<file path="src/rtl/mcd_pkg.sv">
// Shared types, constants and helper functions of the metafile command decoder.
`timescale 1ns / 1ps
`default_nettype none
package mcd_pkg;

  localparam int PAL_DEPTH = 256;
  localparam int PAL_AW    = 8;
  localparam int HDR_N     = 10;

  // Reciprocal for truncating division of a 23-bit magnitude by 1000
  localparam logic [23:0] DIV_RECIP = 24'd8589935;
  localparam int          DIV_SHIFT = 33;
  // Reciprocal for division of a 16-bit magnitude by 11
  localparam logic [16:0] MOD_RECIP = 17'd95326;
  localparam int          MOD_SHIFT = 20;
  localparam logic [15:0] MSIZE_RST = 16'd6;

  // Result kinds
  typedef enum logic [3:0] {
    K_MOVE, K_DRAW, K_BEGIN, K_VERTEX, K_END, K_MARKER,
    K_TSTART, K_CHAR, K_TEND, K_COLOR, K_WIDTH, K_ERROR
  } kind_t;

  typedef enum logic [2:0] {PH_OP, PH_HDR, PH_XS, PH_YS, PH_TEXT, PH_PAL} phase_t;

  typedef enum logic [2:0] {BK_IDLE, BK_RUN, BK_RDWAIT, BK_MUL, BK_DIV} bk_state_t;

  // Opcodes
  localparam logic [7:0] OP_MOVE   = 8'd1;
  localparam logic [7:0] OP_DRAW   = 8'd2;
  localparam logic [7:0] OP_PLINE  = 8'd3;
  localparam logic [7:0] OP_PGON   = 8'd4;
  localparam logic [7:0] OP_PMARK  = 8'd5;
  localparam logic [7:0] OP_TEXT   = 8'd6;
  localparam logic [7:0] OP_CTEXT  = 8'd7;
  localparam logic [7:0] OP_LWIDTH = 8'd8;
  localparam logic [7:0] OP_MARKER = 8'd9;
  localparam logic [7:0] OP_MSIZE  = 8'd10;
  localparam logic [7:0] OP_TSIZE  = 8'd11;
  localparam logic [7:0] OP_SETCOL = 8'd12;
  localparam logic [7:0] OP_SETENT = 8'd13;
  localparam logic [7:0] OP_SETPAL = 8'd14;
  localparam logic [7:0] OP_NLINE  = 8'd15;
  localparam logic [7:0] OP_NPLINE = 8'd16;
  localparam logic [7:0] OP_NPGON  = 8'd17;
  localparam logic [7:0] OP_NPMARK = 8'd18;
  localparam logic [7:0] OP_NTEXT1 = 8'd19;
  localparam logic [7:0] OP_NTEXT2 = 8'd20;
  localparam logic [7:0] OP_SHADE  = 8'd21;
  localparam logic [7:0] OP_NOP    = 8'd0;

  // Result flags of a job, in emission order
  localparam int F_WIDTH = 0;
  localparam int F_COL1  = 1;
  localparam int F_BEGIN = 2;
  localparam int F_POS1  = 3;
  localparam int F_POS2  = 4;
  localparam int F_END   = 5;
  localparam int F_COL2  = 6;
  localparam int F_CHR   = 7;
  localparam int F_TEND  = 8;
  localparam int F_ERR   = 9;
  localparam int NFLAGS  = 10;

  // One request from the parser to the executer
  typedef struct packed {
    logic [NFLAGS-1:0] flags;
    logic              palwr;
    logic              shade;
    kind_t             pos1_kind;
    logic [15:0]       x1;
    logic [15:0]       y1;
    logic [15:0]       x2;
    logic [15:0]       y2;
    logic [15:0]       lwidth;
    logic [15:0]       inten;
    logic [7:0]        cidx;
    logic [23:0]       pal_data;
    logic [4:0]        mkind;
    logic [14:0]       mhalf;
    logic [7:0]        chr;
  } job_t;

  typedef struct packed {
    kind_t       kind;
    logic [15:0] pos_x;
    logic [15:0] pos_y;
    logic [14:0] red;
    logic [14:0] green;
    logic [14:0] blue;
    logic [15:0] line_width;
    logic [4:0]  marker_kind;
    logic [14:0] marker_half;
    logic [7:0]  text_char;
    logic        last;
  } res_t;

  // Header bytes that follow each opcode
  function automatic logic [3:0] hdr_len(input logic [7:0] op);
    logic [3:0] n;
    case (op)
      OP_MOVE, OP_DRAW, OP_SETENT, OP_NPLINE, OP_SHADE: n = 4'd4;
      OP_CTEXT:                                        n = 4'd6;
      OP_SETCOL:                                       n = 4'd1;
      OP_NLINE:                                        n = 4'd10;
      OP_NPGON:                                        n = 4'd3;
      OP_NPMARK:                                       n = 4'd5;
      OP_NTEXT1, OP_NTEXT2:                            n = 4'd8;
      default:                                         n = 4'd2;
    endcase
    return n;
  endfunction

  function automatic logic [15:0] join16(input logic bo, input logic [7:0] first,
                                         input logic [7:0] second);
    return bo ? {first, second} : {second, first};
  endfunction

  // Signed remainder by 11, truncated toward zero
  function automatic logic [4:0] mod11(input logic [15:0] v);
    logic [15:0] a;
    logic [32:0] p;
    logic [15:0] q;
    logic [15:0] r;
    logic [4:0]  rem;
    a   = v[15] ? 16'(-v) : v;
    p   = 33'(a) * 33'(MOD_RECIP);
    q   = 16'(p >> MOD_SHIFT);
    r   = a - 16'(q * 16'd11);
    rem = {1'b0, r[3:0]};
    return v[15] ? 5'(-rem) : rem;
  endfunction

endpackage
`default_nettype wire

</file>
<file path="src/rtl/mcd_queue.sv">
// Short request queue between the parser and the executer.
`timescale 1ns / 1ps
`default_nettype none
module mcd_queue import mcd_pkg::*; #(
  parameter int DEPTH = 4
) (
  input  logic clk,
  input  logic rst,
  input  logic push,
  input  job_t din,
  input  logic pop,
  output job_t dout,
  output logic full,
  output logic empty
);
  localparam int AW = (DEPTH > 1) ? $clog2(DEPTH) : 1;

  job_t            mem [DEPTH];
  logic [AW-1:0]   wptr, rptr;
  logic [AW:0]     count;

  assign full  = (count == (AW+1)'(DEPTH));
  assign empty = (count == '0);
  assign dout  = mem[rptr];

  always_ff @(posedge clk) begin
    if (push) begin
      mem[wptr] <= din;
    end
  end

  // pointers and fill level
  always_ff @(posedge clk) begin
    if (rst) begin
      wptr  <= '0;
      rptr  <= '0;
      count <= '0;
    end else begin
      if (push) begin
        wptr <= (wptr == AW'(DEPTH-1)) ? '0 : wptr + 1'b1;
      end
      if (pop) begin
        rptr <= (rptr == AW'(DEPTH-1)) ? '0 : rptr + 1'b1;
      end
      if (push && !pop) begin
        count <= count + 1'b1;
      end else if (pop && !push) begin
        count <= count - 1'b1;
      end
    end
  end

  a_no_overflow: assert property (@(posedge clk) disable iff (rst) push |-> !full)
    else $error("queue push while full");
  a_no_underflow: assert property (@(posedge clk) disable iff (rst) pop |-> !empty)
    else $error("queue pop while empty");
endmodule
`default_nettype wire

</file>
<file path="config.mk">
export PLATFORM = sky130hd
export DESIGN_NAME = mcd_queue
export DESIGN_NICKNAME = d
export VERILOG_FILES = /design/src/rtl/mcd_pkg.sv /design/src/rtl/mcd_queue.sv
export SDC_FILE = /design/constraint.sdc
export NUM_CORES = 1
export LEC_CHECK = 0
export BUFFER_PORTS_ARGS = -buffer_cell sky130_fd_sc_hd__buf_2
export CORE_UTILIZATION = 50
export DETAILED_ROUTE_END_ITERATION = 8
export PLACE_DENSITY = 0.75
export SYNTH_ARGS = -nofsm -noshare
export SYNTH_HDL_FRONTEND = slang
export SYNTH_SLANG_ARGS = --single-unit
export TNS_END_PERCENT = 100
</file>
<file path="constraint.sdc">
create_clock -name clk -period 6.8 [get_ports clk]
set_input_delay 0.34 -clock clk [delete_from_list [all_inputs] [get_ports clk]]
set_output_delay 0.34 -clock clk [all_outputs]
set_load 0.1 [all_outputs]
</file>
## Word-level counts from Yosys, hierarchy flattened

Memories as Yosys holds them, arrays and structs flattened. A register that Yosys moved wholly into a read port is not among the register bits.
Index checks and enable logic that the tools add are counted.

- Mux-type cells: 8
- Shifts and indexed selects: 0
- Divide/modulo/power cells: 0
- Reduce and logical (&&, ||, !) cells: 6
- Add/subtract/negate cells: 4
- Multipliers: 0
- Order comparisons: 0
- Equality and inequality tests: 3
- Bitwise gates (word level): 0

Operators by type and width:

| cell | number |
|---|---|
| 2-bit two-way mux | 4 |
| 3-bit two-way mux | 2 |
| 2-bit by 1-bit adder with 2-bit output (second input constant) | 2 |
| 2-bit == test (second input constant) | 2 |
| 3-bit by 1-bit adder with 3-bit output (second input constant) | 1 |
| 3-bit == test (second input constant) | 1 |
| 3-bit logical NOT | 1 |
| 3-bit by 1-bit subtractor with 3-bit output (second input constant) | 1 |
| 1-bit logical AND | 2 |
| 1-bit logical NOT | 2 |
| 1-bit two-way mux | 2 |
| 2-bit nonzero test | 1 |

- Memory bits (writable): 688
- Input port bits: 176
- Memories: 1
- Register bits: 7
- Bits in read-only memories: 0
- Bits in latches: 0

Memories:

| name | depth | width | read ports | clocked after memory_dff | write ports | line | RTL |
|---|---|---|---|---|---|---|---|
| mem | 4 | 172 | 1 | 1 | 1 | mcd_queue.sv:18 | `job_t mem [DEPTH];` |

## Depth between registers and ports, before layout

Gate-level depths: netlist (run 1).

- Word-level depth: 4
- Gate-level depth with buffers: 7
- Mapped depth without buffers: 7

## Least setup slack after synthesis (run 1)

No wires, ideal clock.

- Kind: register -> register
- Start: reg wptr[0]
- End: mem mem[0][0] (netlist name), enable pin
- Path buffers: 0
- Data arrival time: 4,464 ps
- Library setup time: 552 ps
- Data required time: 6,248 ps
- Path slack: 1,783 ps
- Clock period less this slack: 5,017 ps
- Stages on the path, launching flop included: 4
- Cells stage by stage: dfxtp_1 inv_1 ha_1 and2_1

RTL lines:

| item | line | RTL |
|---|---|---|
| start, declared | mcd_queue.sv:19 | `logic [AW-1:0] wptr, rptr;` |
| start signal, assigned | mcd_queue.sv:40 | `wptr <= (wptr == AW'(DEPTH-1)) ? '0 : wptr + 1'b1;` |
| end, declared | mcd_queue.sv:18 |  |

No word-level cell before the write port.

==> impl_metrics.json, run 1 <==
{
  "synth_top_cell_by_area": "edfxtp_1",
  "hold_violations": 0,
  "wirelength_um": 50800,
  "syn_inst": 942,
  "drive_above_1_share_pct": 40.4,
  "slowest_stage": "dfxtp_4",
  "rsz0062_at_grt": "false",
  "setup_tns_ns": 0,
  "syn2layout_area_growth_pct": 25.2,
  "finalClockSkew_ns": 0.0187,
  "synth_top_area_share_pct": 81.9,
  "async_reset_ff_share_pct": 0,
  "dpl.hpwl_um": 27900,
  "grt_pass1_vias": 13132,
  "crit_path_max_fanout": 61,
  "slew_headroom_pct": 34.1,
  "fin_crit_sh_pct": 52.9,
  "vias_per_cell": 5.42,
  "hold_class": "in2reg",
  "postCtsSetupBuffers": 0,
  "status": "completed",
  "cts_buffers": 70,
  "crit_arrival_ns": 3.26,
  "path_cells": "buf_4, mux4_2, buf_2",
  "grt_usage_pct": 20.0,
  "ctsHtreeMaxLevel": 3,
  "ys_seq_area_share_pct": 82.6,
  "route.vias.total": 12070,
  "start_util_pct": 51.1,
  "ant_nets": 0,
  "die_w_um": 227,
  "rows": 81,
  "cts_tree": "done",
  "dpl.cell_count": 1929,
  "gp_congestion": 0.718,
  "fin_nets": 1693,
  "critPathCaptureType": "primary output",
  "drv_cap": 0,
  "die_h_um": 227,
  "p_per_area_nw_per_um2": 331,
  "syn_area_um2": 25200,
  "synth_ff_type": "edfxtp_1",
  "ys_seq_elements": 697,
  "antenna_found_initial": 5,
  "clk_pin_slew_ns": 0.06,
  "critical_path_class": "reg2out",
  "crit_path_start_kind": "flop",
  "p_leak_uw": 0.0107,
  "grt_pass1_wl_um": 75600,
  "gr-total-overflow": 0,
  "worstPathRequired_ns": 6.46,
  "wl_per_cell_um": 22.8,
  "grt_max_degree": 101,
  "synth_area_per_cell_um2": 26.8,
  "core_area_um2": 49400,
  "dieArea_um2": 51300,
  "rr_startpoint": "wptr[0]$_SDFFE_PP0P_",
  "io_pins": 350,
  "drc": 0,
  "io_buffers": 349,
  "setup_violations": 0,
  "yosys-top-cells-area": "edfxtp_1 82%, mux4_2 15%, dfxtp_1 0.71%, buf_6 0.45%, buf_2 0.38%",
  "yosys-top-cells-count": "688 x edfxtp_1, 172 x mux4_2, 19 x buf_2, 10 x buf_6, 9 x dfxtp_1",
  "clock_path_buffers": 3,
  "synth_nets": 1125,
  "hold_start": "push",
  "worstMarginPinSlew_ns": 0.988,
  "slew_violations": 0,
  "period_needed_ns": 3.60,
  "drt-pass1-iter-count": 4,
  "fmax_mhz": 278,
  "cts_root_buffer": "clkbuf_16",
  "ys_warn_count": 0,
  "max_stage_delay_ns": 0.91,
  "synth_edf_count": 688,
  "ir_drop_mv": 0.273,
  "final-instance-count-excl-fill": 2226,
  "ys_types": 20,
  "insertion_delay_ns": 0.59,
  "clock_sinks": 697,
  "first_iter_violations": 812,
  "yosysMostFrequentCell": "edfxtp_1",
  "post_cts_resized": 0
}
-- report_power, final --
group          switching (uW)  internal [uW]  leakage, uW  total, uW
Sequential               64.2           4930      0.00639       4990
Clock                    1520           2130      0.00105       3650
Combinational            1410            404      0.00324       1810
-- per-layer routing --
layer / part of all wire (%) / global-route usage, %
met1: 39 / 25.0
met2: 51 / 33.1
met3: 8.1 / 6.28
met4: 2.4 / 6.84
met5: 0.028 / 0
-- sequential cells by signal (all words and copies together), names as in the netlist, named ones only --
signal and cells:
rptr 2, mem 688, count 3, wptr 2
-- what timing repair did --
action / in CTS / in global routing
hold buffers: 173 / 0
endpoints found under the hold margin: 696 / 0
setup endpoints to repair: 0 / 0
-- cells by family (layout without fill, tap and decap cells) --
group,count (synthesis),in the layout,synth area share [%]
other,0,4,0
xor gates and xnor gates,2,2,0.0695
DFF,697,697,82.6
and+or+nand+nor,15,15,0.308
muxes,176,176,15.5
buffers and inverters,42,658,1.05
AOI/OAI and AO/OA,3,3,0.0595
adders and majority gates,7,7,0.377
-- final timing paths --
path | endpoint | slack, ns | cells after the start
max | dout[129] | 3.20 | 3
min | wptr[1]$_SDFFE_PP0P_ | 0.14 | 3
max reg2reg | mem[3][96]$_DFFE_PP_ | 4.15 | 3
min reg2reg | wptr[1]$_SDFFE_PP0P_ | 0.56 | 2
-- per-stage QoR --
| stage | instance area (um2) | total power, uW | util [%] | hold WS (ns) | worst slack [ns] |
|---|---|---|---|---|---|
| 3_3_place_gp | 27700 | 6780 | 56.1 | 0.480 | 3.75 |
| 3_5_place_dp | 27700 | 6810 | 56.1 | 0.524 | 3.75 |
| 4_1_cts | 31600 | 10500 | 64.0 | 0.0643 | 3.08 |
| 2_1_floorplan | 25200 | 6500 | - | 0.409 | 1.78 |
| 6_report | 31600 | 10500 | 64.0 | 0.136 | 3.20 |
| 5_1_grt | 31600 | 10700 | 64.0 | 0.118 | 2.95 |
-- layout by cell type, fill, tap and decap left out --
| cell | count |
|---|---|
| edfxtp_1 | 688 |
| buf_2 | 349 |
| dlygate4sd3_1 | 173 |
| mux4_2 | 172 |
| clkbuf_16 | 72 |
| clkbuf_1 | 17 |
| clkinv_1 | 13 |
| buf_4 | 10 |
| clkinv_2 | 8 |
| nor2_1 | 7 |
| dfxtp_1 | 7 |
| ha_1 | 6 |
| bufinv_16 | 5 |
| diode_2 | 4 |
| inv_1 | 4 |
| and2_4 | 4 |
| mux2i_1 | 4 |
| inv_6 | 3 |
| nor3b_1 | 2 |
| xor2_1 | 2 |
| a21oi_1 | 2 |
| dfxtp_4 | 2 |
| buf_12 | 2 |
| nor3_1 | 1 |
| o21ai_0 | 1 |
| or3_1 | 1 |
| fa_1 | 1 |
| clkinv_8 | 1 |
| clkinvlp_4 | 1 |
-- cell type report --
| class | count | area, um2 |
|---|---|---|
| diodes | 4 | 10.0 |
| clock buffers | 89 | 1870 |
| clock inverters | 31 | 289 |
| fillers | 3217 | 17800 |
| inverters | 4 | 15.0 |
| multi-input cells | 203 | 4130 |
| flip-flops and latches | 697 | 20800 |
| well taps | 664 | 831 |
| repair buffers | 534 | 3590 |
-- critical path: cells and delay by family, from the launching register on --
kind | cells | cell delay [ns]
flops | 1 | 0.91
mux | 1 | 0.38
buf+inv | 2 | 1.24
(Power assumes the default switching activity.)
==> inputs of run 2 (changes only) <==
==> constraint.sdc (replaced) <==
create_clock -name clk -period 3.4 [get_ports clk]
set_input_delay 0.17 -clock clk [delete_from_list [all_inputs] [get_ports clk]]
set_output_delay 0.17 -clock clk [all_outputs]
set_load 0.1 [all_outputs]
==> run 2 against run 1 <==
Net effect:
- hold slack gained 0.19 ns
- critical endpoint is now dout[91]
- worst setup slack lost 2.7 ns
- non-clock buffer count grew 12
- routed wire length grew 4.6%
- clock-buffer cell count shrank 4
==> impl_metrics.json, run 2 (synthesis gave the netlist of run 1 again) <==
{
  "grt_max_degree": 111,
  "ant_nets": 0,
  "crit_path_max_fanout": 108,
  "insertion_delay_ns": 0.60,
  "route.vias.total": 12261,
  "start_util_pct": 51.1,
  "drc": 0,
  "cts_root_buffer": "clkbuf_16",
  "io_buffers": 349,
  "clock_path_buffers": 3,
  "grt_pass1_wl_um": 78000,
  "status": "completed",
  "postCtsSetupBuffers": 0,
  "cts_tree": "done",
  "syn2layout_area_growth_pct": 26.2,
  "dpl.hpwl_um": 28300,
  "setup_violations": 0,
  "fillCellCount": 3141,
  "critPathCaptureType": "primary output",
  "critical_path_class": "reg2out",
  "place_ws_ns": 1.25,
  "regToRegEndpoint": "mem[3][77]$_DFFE_PP_",
  "whs_endpoint": "mem[1][27]$_DFFE_PP_",
  "rows": 81,
  "vias_per_cell": 5.47,
  "die_h_um": 227,
  "worstMarginPinSlew_ns": 0.990,
  "rsz0062_at_grt": "false",
  "slew_headroom_pct": 34.0,
  "crit_path_start_kind": "flop",
  "setup_tns_ns": 0,
  "clock_sinks": 697,
  "hold_class": "in2reg",
  "finalPower_uw": 21000,
  "ir_drop_mv": 0.684,
  "grt_pass1_vias": 12866,
  "die_w_um": 227,
  "dpl.cell_count": 1939,
  "gp_congestion": 0.723,
  "largest_register_ffs": 688,
  "finalClockSkew_ns": 0.0169,
  "rr_startpoint": "wptr[0]$_SDFFE_PP0P_",
  "gr-total-overflow": 0,
  "mostFrequentLayoutCell": "edfxtp_1",
  "rrSetupSlack_ns": 1.45,
  "hold_ws_ns": 0.327,
  "crit_arrival_ns": 2.69,
  "dieArea_um2": 51300,
  "hold_violations": 0,
  "hold_depth": 2,
  "final_cell_mix": "688 x edfxtp_1, 349 x buf_2, 175 x dlygate4sd3_1",
  "core_area_um2": 49400,
  "fmax_mhz": 350,
  "wl_per_cell_um": 23.7,
  "fin_ws_ns": 0.540,
  "final-instance-count-excl-fill": 2243,
  "fin_crit_sh_pct": 84.1,
  "io_pins": 350,
  "grt_usage_pct": 20.8,
  "drt-pass1-iter-count": 4,
  "post_cts_resized": 0,
  "wirelength_um": 53100,
  "first_iter_violations": 978,
  "period_needed_ns": 2.86,
  "worstPathRequired_ns": 3.23,
  "cts_buffers": 70,
  "ctsHtreeMaxLevel": 3,
  "p_leak_uw": 0.0108,
  "top_register": "mem",
  "clk_pin_slew_ns": 0.06,
  "hold_start": "din[27]",
  "worstRegToRegCells": 3,
  "largest_registers": "mem (688), count (3)",
  "slew_violations": 0,
  "antenna_found_initial": 4,
  "holdBufCountCts": 175,
  "fin_nets": 1705,
  "p_per_area_nw_per_um2": 660,
  "drv_cap": 0,
  "drive_above_1_share_pct": 40.8
}
run 2: cell types whose count changed in the layout (fill, tap and decap cells not counted):
cell,previous run,this run
inv_6,3,5
clkinv_8,1,0
bufinv_16,5,4
clkbuf_1,17,12
clkbuf_16,72,73
clkinvlp_4,1,2
buf_12,2,12
clkinv_1,13,19
dlygate4sd3_1,173,175
clkinv_4,0,2
run 2: layout make-up:
cell class	instances	area (um2)	area share [%]
Sequential cell	697	20800	65.5
Multi-Input combinational cell	203	4130	13.0
Timing Repair Buffer	546	3810	12.0
Clock buffer	85	1870	5.88
Tap cell	664	831	2.61
Clock inverter	40	308	0.967
Inverter	4	15.0	0.0472
Antenna cell	4	10.0	0.0315
run 2: through the flow:
step / util [%] / instance area, um2
5_1_grt: 64.5 / 31800
3_5_place_dp: 56.5 / 27900
6_report: 64.5 / 31800
2_1_floorplan: - / 25200
3_3_place_gp: 56.5 / 27900
4_1_cts: 64.5 / 31800
run 2: worst max path at each step:
| stage | endpoint | slack, ns | depth (start not counted) |
|---|---|---|---|
| 6_report | dout[91] | 0.54 | 3 |
| 5_1_grt | dout[91] | 0.49 | 3 |
| 4_1_cts | dout[137] | 0.60 | 3 |
| 3_5_place_dp | dout[137] | 1.25 | 3 |
| 3_3_place_gp | dout[122] | 1.25 | 3 |
| 2_1_floorplan | mem[3][0]$_DFFE_PP_ | 0.30 | 2 |
run 2: per-layer routing:
metal / vias to the layer above / track usage [%] / routed length, um
met5: - / 0 / 13
met4: 2 / 6.10 / 1070
met3: 64 / 6.51 / 4230
met2: 505 / 33.8 / 26800
met1: 6422 / 27.3 / 21000
li1: 5268 / - / -
run 2: where the power goes:
group / internal, uW / switching, uW / leakage (uW)
combinational: 836 / 2840 / 0.00334
clock: 4230 / 3130 / 0.00106
sequential: 9850 / 115 / 0.00639
total: 14900 / 6090 / 0.0108
run 2: worst max-delay path, cell delays in order (launching register included):
cell	delay, ns
dfxtp_4	0.54
buf_12	0.41
mux4_2	0.41
buf_2	0.44
