File: config.mk
export PLATFORM = sky130hd
export DESIGN_NAME = mcd_front
export DESIGN_NICKNAME = d
export VERILOG_FILES = /design/src/rtl/mcd_pkg.sv /design/src/rtl/mcd_ram.sv /design/src/rtl/mcd_front.sv
export SDC_FILE = /design/constraint.sdc
export NUM_CORES = 2
export LEC_CHECK = 0
export ABC_AREA = 1
export BUFFER_PORTS_ARGS = -buffer_cell sky130_fd_sc_hd__buf_2
export CELL_PAD_IN_SITES_DETAIL_PLACEMENT = 0
export CELL_PAD_IN_SITES_GLOBAL_PLACEMENT = 1
export CORE_UTILIZATION = 45
export CTS_BUF_LIST = sky130_fd_sc_hd__clkbuf_2
export DETAILED_ROUTE_END_ITERATION = 8
export MAX_ROUTING_LAYER = met4
export PLACE_DENSITY = 0.73
export SYNTH_ARGS = -nofsm -noshare
export SYNTH_HDL_FRONTEND = slang
export SYNTH_SLANG_ARGS = --single-unit
File: constraint.sdc
create_clock -name clk -period 9.6 [get_ports clk]
set_input_delay 0.48 -clock clk [delete_from_list [all_inputs] [get_ports clk]]
set_output_delay 0.48 -clock clk [all_outputs]
set_load 0.005 [all_outputs]
File: src/rtl/mcd_pkg.sv
// Shared types, constants and helper functions of the metafile command decoder.
`timescale 1ns / 1ps
`default_nettype none
package mcd_pkg;

  localparam int PAL_DEPTH = 256;
  localparam int PAL_AW    = 8;
  localparam int HDR_N     = 10;

  // Reciprocal for truncating division of a 23-bit magnitude by 1000
  localparam logic [23:0] DIV_RECIP = 24'd8589935;
  localparam int          DIV_SHIFT = 33;
  // Reciprocal for division of a 16-bit magnitude by 11
  localparam logic [16:0] MOD_RECIP = 17'd95326;
  localparam int          MOD_SHIFT = 20;
  localparam logic [15:0] MSIZE_RST = 16'd6;

  // Result kinds
  typedef enum logic [3:0] {
    K_MOVE, K_DRAW, K_BEGIN, K_VERTEX, K_END, K_MARKER,
    K_TSTART, K_CHAR, K_TEND, K_COLOR, K_WIDTH, K_ERROR
  } kind_t;

  typedef enum logic [2:0] {PH_OP, PH_HDR, PH_XS, PH_YS, PH_TEXT, PH_PAL} phase_t;

  typedef enum logic [2:0] {BK_IDLE, BK_RUN, BK_RDWAIT, BK_MUL, BK_DIV} bk_state_t;

  // Opcodes
  localparam logic [7:0] OP_MOVE   = 8'd1;
  localparam logic [7:0] OP_DRAW   = 8'd2;
  localparam logic [7:0] OP_PLINE  = 8'd3;
  localparam logic [7:0] OP_PGON   = 8'd4;
  localparam logic [7:0] OP_PMARK  = 8'd5;
  localparam logic [7:0] OP_TEXT   = 8'd6;
  localparam logic [7:0] OP_CTEXT  = 8'd7;
  localparam logic [7:0] OP_LWIDTH = 8'd8;
  localparam logic [7:0] OP_MARKER = 8'd9;
  localparam logic [7:0] OP_MSIZE  = 8'd10;
  localparam logic [7:0] OP_TSIZE  = 8'd11;
  localparam logic [7:0] OP_SETCOL = 8'd12;
  localparam logic [7:0] OP_SETENT = 8'd13;
  localparam logic [7:0] OP_SETPAL = 8'd14;
  localparam logic [7:0] OP_NLINE  = 8'd15;
  localparam logic [7:0] OP_NPLINE = 8'd16;
  localparam logic [7:0] OP_NPGON  = 8'd17;
  localparam logic [7:0] OP_NPMARK = 8'd18;
  localparam logic [7:0] OP_NTEXT1 = 8'd19;
  localparam logic [7:0] OP_NTEXT2 = 8'd20;
  localparam logic [7:0] OP_SHADE  = 8'd21;
  localparam logic [7:0] OP_NOP    = 8'd0;

  // Result flags of a job, in emission order
  localparam int F_WIDTH = 0;
  localparam int F_COL1  = 1;
  localparam int F_BEGIN = 2;
  localparam int F_POS1  = 3;
  localparam int F_POS2  = 4;
  localparam int F_END   = 5;
  localparam int F_COL2  = 6;
  localparam int F_CHR   = 7;
  localparam int F_TEND  = 8;
  localparam int F_ERR   = 9;
  localparam int NFLAGS  = 10;

  // One request from the parser to the executer
  typedef struct packed {
    logic [NFLAGS-1:0] flags;
    logic              palwr;
    logic              shade;
    kind_t             pos1_kind;
    logic [15:0]       x1;
    logic [15:0]       y1;
    logic [15:0]       x2;
    logic [15:0]       y2;
    logic [15:0]       lwidth;
    logic [15:0]       inten;
    logic [7:0]        cidx;
    logic [23:0]       pal_data;
    logic [4:0]        mkind;
    logic [14:0]       mhalf;
    logic [7:0]        chr;
  } job_t;

  typedef struct packed {
    kind_t       kind;
    logic [15:0] pos_x;
    logic [15:0] pos_y;
    logic [14:0] red;
    logic [14:0] green;
    logic [14:0] blue;
    logic [15:0] line_width;
    logic [4:0]  marker_kind;
    logic [14:0] marker_half;
    logic [7:0]  text_char;
    logic        last;
  } res_t;

  // Header bytes that follow each opcode
  function automatic logic [3:0] hdr_len(input logic [7:0] op);
    logic [3:0] n;
    case (op)
      OP_MOVE, OP_DRAW, OP_SETENT, OP_NPLINE, OP_SHADE: n = 4'd4;
      OP_CTEXT:                                        n = 4'd6;
      OP_SETCOL:                                       n = 4'd1;
      OP_NLINE:                                        n = 4'd10;
      OP_NPGON:                                        n = 4'd3;
      OP_NPMARK:                                       n = 4'd5;
      OP_NTEXT1, OP_NTEXT2:                            n = 4'd8;
      default:                                         n = 4'd2;
    endcase
    return n;
  endfunction

  function automatic logic [15:0] join16(input logic bo, input logic [7:0] first,
                                         input logic [7:0] second);
    return bo ? {first, second} : {second, first};
  endfunction

  // Signed remainder by 11, truncated toward zero
  function automatic logic [4:0] mod11(input logic [15:0] v);
    logic [15:0] a;
    logic [32:0] p;
    logic [15:0] q;
    logic [15:0] r;
    logic [4:0]  rem;
    a   = v[15] ? 16'(-v) : v;
    p   = 33'(a) * 33'(MOD_RECIP);
    q   = 16'(p >> MOD_SHIFT);
    r   = a - 16'(q * 16'd11);
    rem = {1'b0, r[3:0]};
    return v[15] ? 5'(-rem) : rem;
  endfunction

endpackage
`default_nettype wire

File: src/rtl/mcd_ram.sv
// Generic single-write, single-read RAM with registered read data.
`timescale 1ns / 1ps
`default_nettype none
module mcd_ram #(
  parameter int WIDTH = 8,
  parameter int DEPTH = 16,
  localparam int AW = (DEPTH > 1) ? $clog2(DEPTH) : 1
) (
  input  logic             clk,
  input  logic             we,
  input  logic [AW-1:0]    waddr,
  input  logic [WIDTH-1:0] wdata,
  input  logic             re,
  input  logic [AW-1:0]    raddr,
  output logic [WIDTH-1:0] rdata
);
  logic [WIDTH-1:0] mem [DEPTH];

  always_ff @(posedge clk) begin
    if (we) begin
      mem[waddr] <= wdata;
    end
    if (re) begin
      rdata <= mem[raddr];
    end
  end
endmodule
`default_nettype wire

File: src/rtl/mcd_front.sv
// Command parser: splits the byte stream into commands and issues requests.
`timescale 1ns / 1ps
`default_nettype none
module mcd_front import mcd_pkg::*; #(
  parameter int MAX_POINTS = 50,
  parameter int MAX_TEXT   = 256
) (
  input  logic       clk,
  input  logic       rst,
  input  logic       acc,
  input  logic [7:0] data_byte,
  input  logic       restart,
  input  logic       byte_order,
  output job_t       job,
  output logic       job_valid
);
  localparam int PW  = $clog2(MAX_POINTS);
  localparam int TW  = $clog2(MAX_TEXT);
  localparam int CW0 = (PW > 8) ? PW : 8;
  localparam int CW  = (TW > CW0) ? TW : CW0;
  localparam int XD  = MAX_POINTS - 1;
  localparam int XAW = (XD > 1) ? $clog2(XD) : 1;

  phase_t       phase, phase_next, ph;
  logic         lock, lock_next, lk;
  logic [7:0]   opcode, opcode_next;
  logic [3:0]   hcnt, hcnt_next, hcnt_inc;
  logic [7:0]   hdr [HDR_N];
  logic [7:0]   hdr_next [HDR_N];
  logic [7:0]   hdr_cur [HDR_N];
  logic [15:0]  hw [HDR_N-1];
  logic         half, half_next;
  logic [1:0]   pcnt, pcnt_next;
  logic [CW-1:0] tcnt, tcnt_next, idx, idx_next, point_count, point_count_next;
  logic [CW:0]  tcnt_inc, idx_inc;
  logic [15:0]  partial, partial_next;
  logic [7:0]   shade_idx, shade_idx_next;
  logic [15:0]  mset, mset_next, msize, msize_next;
  logic [15:0]  text_x, text_x_next, text_y, text_y_next;
  logic         ended, ended_next;
  logic [15:0]  n_pts, n_txt, w;
  logic         pts_big, txt_big;
  logic [CW-1:0] pts_cnt, txt_cnt, sp_cnt;
  logic [16:0]  hs;
  logic         x_we, x_re;
  logic [15:0]  x_rd;

  mcd_ram #(.WIDTH(16), .DEPTH(XD)) u_xram (
    .clk   (clk),
    .we    (x_we),
    .waddr (idx[XAW-1:0]),
    .wdata (w),
    .re    (x_re),
    .raddr (idx[XAW-1:0]),
    .rdata (x_rd)
  );

  // header bytes including the one arriving now
  always_comb begin
    for (int k = 0; k < HDR_N; k++) begin
      hdr_cur[k] = (4'(k) == hcnt) ? data_byte : hdr[k];
    end
    for (int k = 0; k < HDR_N - 1; k++) begin
      hw[k] = join16(byte_order, hdr_cur[k], hdr_cur[k+1]);
    end
  end

  // count words and their limits
  always_comb begin
    case (opcode)
      OP_NPLINE: n_pts = hw[2];
      OP_NPGON:  n_pts = hw[1];
      OP_NPMARK: n_pts = hw[3];
      default:   n_pts = hw[0];
    endcase
    case (opcode)
      OP_CTEXT:             n_txt = hw[4];
      OP_NTEXT1, OP_NTEXT2: n_txt = hw[6];
      default:              n_txt = hw[0];
    endcase
    pts_big = !n_pts[15] && (n_pts >= 16'(MAX_POINTS));
    txt_big = !n_txt[15] && (n_txt >= 16'(MAX_TEXT - 1));
    pts_cnt = n_pts[15] ? '0 : n_pts[CW-1:0];
    txt_cnt = n_txt[15] ? '0 : n_txt[CW-1:0];
    sp_cnt  = (opcode == OP_SHADE) ? point_count : pts_cnt;
    hs      = {msize[15], msize} + 17'(msize[15]);
    hcnt_inc = hcnt + 4'd1;
    tcnt_inc = {1'b0, tcnt} + 1'b1;
    idx_inc  = {1'b0, idx} + 1'b1;
    w        = join16(byte_order, partial[7:0], data_byte);
  end

  // parse one byte
  always_comb begin
    phase_next       = phase;
    lock_next        = lock;
    opcode_next      = opcode;
    hcnt_next        = hcnt;
    hdr_next         = hdr;
    half_next        = half;
    pcnt_next        = pcnt;
    tcnt_next        = tcnt;
    idx_next         = idx;
    point_count_next = point_count;
    partial_next     = partial;
    shade_idx_next   = shade_idx;
    mset_next        = mset;
    msize_next       = msize;
    text_x_next      = text_x;
    text_y_next      = text_y;
    ended_next       = ended;
    ph               = phase;
    lk               = lock;
    x_we             = 1'b0;
    x_re             = 1'b0;
    job              = '0;
    job.pos1_kind    = K_MOVE;
    if (acc) begin
      if (restart) begin
        ph         = PH_OP;
        lk         = 1'b0;
        phase_next = PH_OP;
        lock_next  = 1'b0;
        mset_next  = '0;
        msize_next = MSIZE_RST;
      end
      if (!lk) begin
        case (ph)
          PH_OP: begin
            if (data_byte != OP_NOP && data_byte <= OP_SHADE) begin
              opcode_next = data_byte;
              hcnt_next   = '0;
              phase_next  = PH_HDR;
            end
          end
          PH_HDR: begin
            hdr_next  = hdr_cur;
            hcnt_next = hcnt_inc;
            if (opcode == OP_SHADE && hcnt == 4'd1 && pts_big) begin
              job.flags[F_ERR] = 1'b1;
              lock_next        = 1'b1;
              phase_next       = PH_OP;
            end else begin
              if (opcode == OP_SHADE && hcnt == 4'd1) begin
                point_count_next = pts_cnt;
              end
              if (hcnt_inc >= hdr_len(opcode)) begin
                // command header complete
                phase_next = PH_OP;
                case (opcode)
                  OP_MOVE, OP_DRAW: begin
                    text_x_next      = hw[0];
                    text_y_next      = hw[2];
                    job.flags[F_POS1] = 1'b1;
                    job.pos1_kind    = (opcode == OP_MOVE) ? K_MOVE : K_DRAW;
                    job.x1           = hw[0];
                    job.y1           = hw[2];
                  end
                  OP_PLINE, OP_PGON, OP_PMARK, OP_NPLINE, OP_NPGON, OP_NPMARK,
                  OP_SHADE: begin
                    if (opcode == OP_NPMARK) begin
                      mset_next  = {8'd0, hdr_cur[0]};
                      msize_next = {8'd0, hdr_cur[1]};
                    end
                    if (opcode != OP_SHADE && pts_big) begin
                      job.flags[F_ERR] = 1'b1;
                      lock_next        = 1'b1;
                    end else begin
                      if (opcode != OP_SHADE) begin
                        point_count_next = pts_cnt;
                      end
                      idx_next   = '0;
                      half_next  = 1'b0;
                      phase_next = (sp_cnt != '0) ? PH_XS : PH_OP;
                      case (opcode)
                        OP_NPLINE: begin
                          job.flags[F_WIDTH] = 1'b1;
                          job.lwidth         = {8'd0, hdr_cur[0]};
                          job.flags[F_COL1]  = 1'b1;
                          job.cidx           = hdr_cur[1];
                        end
                        OP_NPGON: begin
                          job.flags[F_COL1] = (pts_cnt >= CW'(3));
                          job.cidx          = hdr_cur[0];
                        end
                        OP_NPMARK: begin
                          job.flags[F_COL1] = 1'b1;
                          job.cidx          = hdr_cur[2];
                        end
                        OP_SHADE: begin
                          job.flags[F_COL1] = (point_count >= CW'(3));
                          job.shade         = 1'b1;
                          job.cidx          = shade_idx;
                          job.inten         = hw[2];
                        end
                        default: ;
                      endcase
                    end
                  end
                  OP_TEXT, OP_CTEXT, OP_NTEXT1, OP_NTEXT2: begin
                    if (opcode == OP_CTEXT) begin
                      text_x_next = hw[0];
                      text_y_next = hw[2];
                    end else if (opcode != OP_TEXT) begin
                      text_x_next = hw[2];
                      text_y_next = hw[4];
                    end
                    if (txt_big) begin
                      job.flags[F_ERR] = 1'b1;
                      lock_next        = 1'b1;
                    end else begin
                      point_count_next  = txt_cnt;
                      job.flags[F_COL1] = (opcode == OP_NTEXT1 || opcode == OP_NTEXT2);
                      job.cidx          = hdr_cur[1];
                      job.flags[F_POS1] = 1'b1;
                      job.pos1_kind     = K_TSTART;
                      job.x1            = text_x_next;
                      job.y1            = text_y_next;
                      ended_next        = 1'b0;
                      tcnt_next         = '0;
                      if (txt_cnt == '0) begin
                        job.flags[F_TEND] = 1'b1;
                      end else begin
                        phase_next = PH_TEXT;
                      end
                    end
                  end
                  OP_LWIDTH: begin
                    job.flags[F_WIDTH] = 1'b1;
                    job.lwidth         = hw[0];
                  end
                  OP_MARKER: mset_next  = hw[0];
                  OP_MSIZE:  msize_next = hw[0];
                  OP_SETCOL: begin
                    shade_idx_next    = hdr_cur[0];
                    job.flags[F_COL1] = 1'b1;
                    job.cidx          = hdr_cur[0];
                  end
                  OP_SETENT: begin
                    job.palwr    = 1'b1;
                    job.cidx     = hdr_cur[0];
                    job.pal_data = {hdr_cur[1], hdr_cur[2], hdr_cur[3]};
                  end
                  OP_SETPAL: begin
                    text_x_next = {8'd0, hdr_cur[0]};
                    text_y_next = {8'd0, hdr_cur[1]};
                    if (hdr_cur[0] <= hdr_cur[1]) begin
                      idx_next         = CW'(hdr_cur[0]);
                      point_count_next = CW'(hdr_cur[1]);
                      pcnt_next        = '0;
                      phase_next       = PH_PAL;
                    end
                  end
                  OP_NLINE: begin
                    job.flags[F_WIDTH] = 1'b1;
                    job.lwidth         = {8'd0, hdr_cur[0]};
                    job.flags[F_COL1]  = 1'b1;
                    job.cidx           = hdr_cur[1];
                    job.flags[F_POS1]  = 1'b1;
                    job.pos1_kind      = K_MOVE;
                    job.x1             = hw[2];
                    job.y1             = hw[4];
                    job.flags[F_POS2]  = 1'b1;
                    job.x2             = hw[6];
                    job.y2             = hw[8];
                  end
                  default: ;
                endcase
              end
            end
          end
          PH_XS, PH_YS: begin
            if (!half) begin
              partial_next = {8'd0, data_byte};
              half_next    = 1'b1;
              x_re         = (ph == PH_YS);
            end else begin
              half_next = 1'b0;
              if (idx >= CW'(MAX_POINTS - 1) || idx >= point_count) begin
                phase_next = PH_OP;
              end else if (ph == PH_XS) begin
                x_we = 1'b1;
                if (idx_inc >= {1'b0, point_count}) begin
                  idx_next   = '0;
                  phase_next = PH_YS;
                end else begin
                  idx_next = idx_inc[CW-1:0];
                end
              end else begin
                // one vertex
                idx_next = idx_inc[CW-1:0];
                if (idx_inc >= {1'b0, point_count}) begin
                  phase_next = PH_OP;
                end
                job.x1 = x_rd;
                job.y1 = w;
                case (opcode)
                  OP_PLINE, OP_NPLINE: begin
                    job.flags[F_POS1] = 1'b1;
                    job.pos1_kind     = (idx == '0) ? K_MOVE : K_DRAW;
                  end
                  OP_PMARK, OP_NPMARK: begin
                    job.flags[F_POS1] = 1'b1;
                    job.pos1_kind     = K_MARKER;
                    job.mkind         = mod11(mset);
                    job.mhalf         = hs[15:1];
                  end
                  OP_PGON, OP_NPGON, OP_SHADE: begin
                    if (point_count >= CW'(3)) begin
                      job.flags[F_BEGIN] = (idx == '0);
                      job.flags[F_POS1]  = 1'b1;
                      job.pos1_kind      = K_VERTEX;
                      job.flags[F_END]   = (idx_inc == {1'b0, point_count});
                      job.flags[F_COL2]  = (opcode == OP_SHADE) &&
                                           (idx_inc == {1'b0, point_count});
                      job.cidx           = shade_idx;
                    end
                  end
                  default: ;
                endcase
              end
            end
          end
          PH_TEXT: begin
            if (!ended) begin
              if (data_byte == 8'd0) begin
                ended_next = 1'b1;
              end else begin
                job.flags[F_CHR] = 1'b1;
                job.chr          = data_byte;
              end
            end
            tcnt_next = tcnt_inc[CW-1:0];
            if (tcnt_inc >= {1'b0, point_count}) begin
              job.flags[F_TEND] = 1'b1;
              phase_next        = PH_OP;
            end
          end
          PH_PAL: begin
            if (pcnt != 2'd2) begin
              partial_next = {partial[7:0], data_byte};
              pcnt_next    = pcnt + 2'd1;
            end else begin
              pcnt_next    = '0;
              job.palwr    = 1'b1;
              job.cidx     = idx[7:0];
              job.pal_data = {partial, data_byte};
              if (idx >= point_count) begin
                phase_next = PH_OP;
              end else begin
                idx_next = idx_inc[CW-1:0];
              end
            end
          end
          default: phase_next = PH_OP;
        endcase
      end
    end
    job_valid = acc && ((job.flags != '0) || job.palwr);
  end

  // parser state
  always_ff @(posedge clk) begin
    if (rst) begin
      phase       <= PH_OP;
      lock        <= 1'b0;
      opcode      <= OP_NOP;
      hcnt        <= '0;
      half        <= 1'b0;
      pcnt        <= '0;
      tcnt        <= '0;
      idx         <= '0;
      point_count <= '0;
      partial     <= '0;
      shade_idx   <= '0;
      mset        <= '0;
      msize       <= MSIZE_RST;
      text_x      <= '0;
      text_y      <= '0;
      ended       <= 1'b0;
    end else begin
      phase       <= phase_next;
      lock        <= lock_next;
      opcode      <= opcode_next;
      hcnt        <= hcnt_next;
      half        <= half_next;
      pcnt        <= pcnt_next;
      tcnt        <= tcnt_next;
      idx         <= idx_next;
      point_count <= point_count_next;
      partial     <= partial_next;
      shade_idx   <= shade_idx_next;
      mset        <= mset_next;
      msize       <= msize_next;
      text_x      <= text_x_next;
      text_y      <= text_y_next;
      ended       <= ended_next;
    end
  end

  // header bytes
  always_ff @(posedge clk) begin
    hdr <= hdr_next;
  end

  a_lock_quiet: assert property (@(posedge clk) disable iff (rst)
    (lock && acc && !restart) |-> !job_valid)
    else $error("request issued while locked");
endmodule
`default_nettype wire

Word-level counts from Yosys, hierarchy flattened:

Memory sizes are Yosys's and may differ from the RTL's. A register that Yosys moved wholly into a read port is not among the register bits.
Index checks and enable logic that the tools add are counted.

* output and inout bits: 173
* bits in writable memories: 784
* logic and storage cells: 394
* input port bits: 13
* ROM bits: 128
* register bits: 212
* memories kept: 2

* multipliers: 2
* equal/unequal tests: 57
* add/subtract/negate cells: 8
* multiplexer cells: 232
* $lt $le $gt $ge: 11
* reduce and logical (&&, ||, !) cells: 54
* bitwise gates (word level): 2

Memory list
* u_xram.mem: depth 49, width 16, rd ports 1, clocked after Yosys merged registers in 1, wr ports 1, RTL line mcd_ram.sv:17 `logic [WIDTH-1:0] mem [DEPTH];`
* (no name shown): depth 32, width 4, rd ports 1, clocked after Yosys merged registers in 1, wr ports 0, RTL line mcd_pkg.sv:101 `case (op)`

Operators with widths (count)
* 16-bit two-way mux: 29
* 172-bit two-way mux: 2
* 8-bit two-way mux: 43
* 136-bit two-way mux: 2
* 16-bit one-hot mux with 3 select lines: 4
* 35-bit two-way mux: 4
* 16-bit one-hot mux with 2 select lines: 4
* 36-bit one-hot mux with 3 select lines: 1
* 20-bit two-way mux: 5
* 32-bit two-way mux: 3
* 36-bit one-hot mux with 2 select lines: 1
* 8-bit one-hot mux with 3 select lines: 3
* 64-bit two-way mux: 1
* 8-bit one-hot mux with 4 select lines: 2
* 1-bit two-way mux: 58
* 8-bit by 4-bit equality test with 1-bit output, second input constant: 7
* 3-bit two-way mux: 17
* 8-bit by 5-bit equality test with 1-bit output, second input constant: 6
* 24-bit one-hot mux with 2 select lines: 1
* 2-bit two-way mux: 23
* 8-bit by 3-bit equality test with 1-bit output, second input constant: 4
* 16-bit by 16-bit multiplier with 32-bit output, second input constant: 1
* 8-bit one-hot mux with 2 select lines: 2
* 2-bit inequality test, second input constant: 13
* other kinds (63): 130

Logic depth before layout (Yosys ltp):

* depth after elaboration: 20
* depth in mapped cells: 48

By module:

A second synthesis with hierarchy kept.

* cell total of the unflattened synthesis: 6426
* area, all modules: 56171.4 um^2

By module, submodules not included
* mcd_ram: sequential area each 24023.0 um^2, instances 1, area an instance 32506.2 um^2, cells an instance 2697
* mcd_front: sequential area each 5124.9 um^2, instances 1, area an instance 23665.2 um^2, cells an instance 3729

Worst setup path before layout:

Ideal clock, no wire load.

* path type: reg2out
* start: register mset[0]
* end: output port job[26] in the netlist's numbering
* data arrival time: 7.938 ns
* setup slack: 1.182 ns
* stages on the path, launching flop included: 42
* buffers on the path: 0
* cells stage by stage: dfxtp_1 inv_1 ha_1 inv_1 nor3_1 nand2_1 o31ai_1 xor2_1 inv_1 fa_1 inv_1 ha_1 inv_1 fa_1 inv_1 fa_1 fa_1 inv_1 [6 not listed] nand2_1 nand2_1 nand2_1 ha_1 inv_1 fa_1 ha_1 a21o_1 a31oi_1 nand4_1 nand2_1 xor2_1 nand3_1 nand2_1 nand2_1 nand2_1 nand2_1 a21oi_1

RTL lines
* start, declared: RTL line mcd_front.sv:38 `logic [15:0] mset, mset_next, msize, msize_next;`
* start signal, assigned: RTL line mcd_front.sv:393 `mset <= mset_next;`
* end, declared: RTL line mcd_front.sv:14 `output job_t job,`

==> impl_metrics.py <==
metrics = {
    "cts": {
        "cts_tree": "yes",
        "clk_pin_slew_ns": 0.11,
        "cts.sink_count": 1016,
        "max-clock-path-buffers": 4,
        "cts_buffers": 286,
        "root_buffer": "clkbuf_2",
        "htreeDepth": 5,
        "clock_latency_ns": 1.61,
    },
    "worst_setup_path": {
        "arrival_ns": 9.14,
        "worstSetupPathType": "register to output port",
        "crit_required_ns": 9.12,
        "worst_setup_path_end_kind": "output port",
        "crit_path_max_fanout": 6,
        "cp-start-kind": "register",
        "critPathMostFrequentCell": "nand2_1",
        "crit_slowest_cell": "fa_2",
        "max_stage_delay_ns": 0.52,
    },
    "synthesis": {
        "seq_area_frac_synth": 0.551,
        "syn_nets": 5684,
        "syn_area_um2": 52900,
        "synth_flop_cell": "edfxtp_1",
        "yosys_warnings": 0,
        "synthTopCellsByCount": "nand2_1 (1187), edfxtp_1 (880), inv_1 (540)",
        "synth-edff-count": 880,
        "avgSynthCellArea_um2": 9.73,
        "yosysTopAreaCell": "edfxtp_1",
        "async_flop_share": 0,
        "yosysMostFrequentCell": "nand2_1",
        "ys_seq_elements": 1016,
        "ys_types": 65,
        "synth_top_area_share": 0.500,
        "synthCells": 5437,
        "synthTopCellsByArea": "edfxtp_1 (50%), nand2_1 (8.4%), dfxtp_1 (5.1%), inv_1 (3.8%), ha_1 (3.7%)",
    },
    "final_layout": {
        "drive_gt1_frac": 0.162,
        "finalNetCount": 6082,
        "postLayoutCoreUtil": 0.508,
        "area_growth_pct": 11.8,
        "stdcell_count": 7534,
        "design_area_um2": 59200,
        "nFillCells": 10960,
    },
    "timing": {
        "setup_violations": 2,
        "fin_skew_ns": 0.208,
        "layout_min_cycle_time_ns": 9.62,
        "max_slew_margin": 0.0989,
        "hold_viol_final": 0,
        "max_freq_mhz": 104,
        "rsz0062_at_grt": "yes",
        "tns_ns": -0.0286,
        "setup_slack_ns": -0.0203,
        "whs_ns": 0.161,
        "worstMarginPinSlew_ns": 1.32,
        "drv_slew": 0,
        "fin_crit_sh": 1.00,
    },
    "grt": {
        "busiest_layer": "met2",
        "grt_max_degree": 96,
        "grt_pass1_wl_mm": 283,
        "antenna_found_initial": 7,
        "overflow": 0,
        "met1_usage": 0.453,
        "grt_use_met3": 0.0661,
        "grt_usage": 0.337,
        "met2_usage": 0.499,
        "grt_pass1_vias": 41861,
    },
    "worst_hold_path": {
        "worstHoldPathType": "input port to register",
    },
    "die": {
        "die_area_um2": 119000,
        "io_pins": 186,
        "rows": 125,
        "die_y_um": 345,
        "die_w_um": 345,
        "coreArea_um2": 116000,
        "initial_core_util": 0.455,
    },
    "detailed_routing": {
        "post_drt_wl_per_cell_um": 26.1,
        "first_pass_iters": 7,
        "vias": 44801,
        "viasPerCell": 5.95,
        "drtIter0Drc": 5311,
        "wirelength_mm": 197,
        "ant_nets": 0,
        "drc": 0,
    },
    "place": {
        "dp.cells": 7016,
        "dpl_cell_area_um2": 56000,
        "place_ws_ns": 0.523,
        "gp_congestion": 1.02,
        "port_buffers": 184,
        "dpl.hpwl_mm": 129,
    },
    "flow_run": {
        "maxCapViolCount": 0,
    },
    "power": {
        "total_power_mw": 10.6,
        "leakagePower_nw": 23.3,
        "power-per-cell-area_nw_per_um2": 179,
        "peakVddDrop_mv": 0.235,
    },
    "status": {
        "violations": "negative setup slack",
        "status": "complete, but fails checks",
    },
}
[worst paths after layout]
| check | start | end | slack (ns) | depth (start not counted) |
|---|---|---|---|---|
| max | mset[1] | job[26] | -0.02 | 44 |
| min reg2reg | partial[10] | partial[10] | 0.45 | 2 |
| min | data_byte[6] | hdr[54] | 0.16 | 4 |
| max reg2reg | idx[0] | idx[3] | 3.88 | 18 |
[critical path, delay by kind of cell, from the launching register on]
family,cells,cell delay [ns]
flops,1,0.35
xor+xnor,3,0.49
compound gates,7,1.07
simple gates,13,1.23
buf+inv,10,0.67
fa+ha+maj,11,3.83
[sequential cells by signal, summed over array words and instances (netlist names), 16 cells and up, named ones only]
register      cells
u_xram.rdata     16
partial          16
msize            16
mset             16
text_y           16
u_xram.mem      784
text_x           16
hdr              80
[metal layers]
metal	wire length, um	vias to the layer above
met4	8470	0
met3	19100	442
met1	81400	21767
met5	0	-
met2	88100	2444
li1	-	20148
[cell usage in the layout (no fill, tap or decap), types with 11 or more instances in the layout]
master,count
a22oi_1,140
xor2_1,30
o21ai_1,25
nor3b_1,11
a211oi_1,14
inv_2,43
ha_1,144
nor2_1,396
clkbuf_2,404
o22ai_1,64
a221oi_1,104
dlygate4sd3_1,24
o21ai_0,215
fa_1,74
a21oi_1,265
nand3_1,358
nand4_1,131
a211oi_2,11
o211ai_1,48
a41oi_1,13
a31oi_1,18
nor3_2,19
inv_1,521
nand2_2,22
o221ai_1,19
and2_1,11
dfxtp_1,132
o21ai_4,17
nor3_1,37
edfxtp_1,880
nand2_1,1169
ha_4,12
buf_2,183
nor2_2,20
a22o_1,80
buf_4,172
clkinv_1,55
[final cells by class]
cell class / count / area, um2 / share of cell area
Sequential cell: 1016 / 29200 / 0.493
Multi-Input combinational cell: 3575 / 21200 / 0.358
Timing Repair Buffer: 382 / 2500 / 0.0422
Inverter: 574 / 2160 / 0.0365
Clock buffer: 404 / 2020 / 0.0342
Tap cell: 1524 / 1910 / 0.0322
Clock inverter: 52 / 234 / 0.00396
Antenna cell: 7 / 17.5 / 0.000296
[power by group]
| group | internal [mW] | switching [mW] | leakage (nW) |
|---|---|---|---|
| clock network | 1.14 | 1.82 | 1.80 |
| registers | 4.82 | 0.0235 | 9.12 |
| logic | 1.05 | 1.76 | 12.4 |
| total | 7.01 | 3.60 | 23.3 |
[logic make-up after synthesis]
kind of cell,Yosys count,share of synthesized area
flip-flops,1016,0.551
AND/OR/NAND/NOR,2226,0.181
other,1,0.0000709
buffers and inverters,846,0.0626
XOR/XNOR,40,0.00662
adder cells (fa/ha/maj),234,0.0664
AO/OA/AOI/OAI,1074,0.132
[what timing repair did]
action / CTS / global route
setup endpoints to repair: 4 / 4
pin swaps: 34 / 32
hold buffers: 24 / 0
endpoints found under the hold margin: 704 / 0
resized for setup: 67 / 39
setup buffers: 21 / 10
Note: power is estimated with default switching activity, not from simulation.
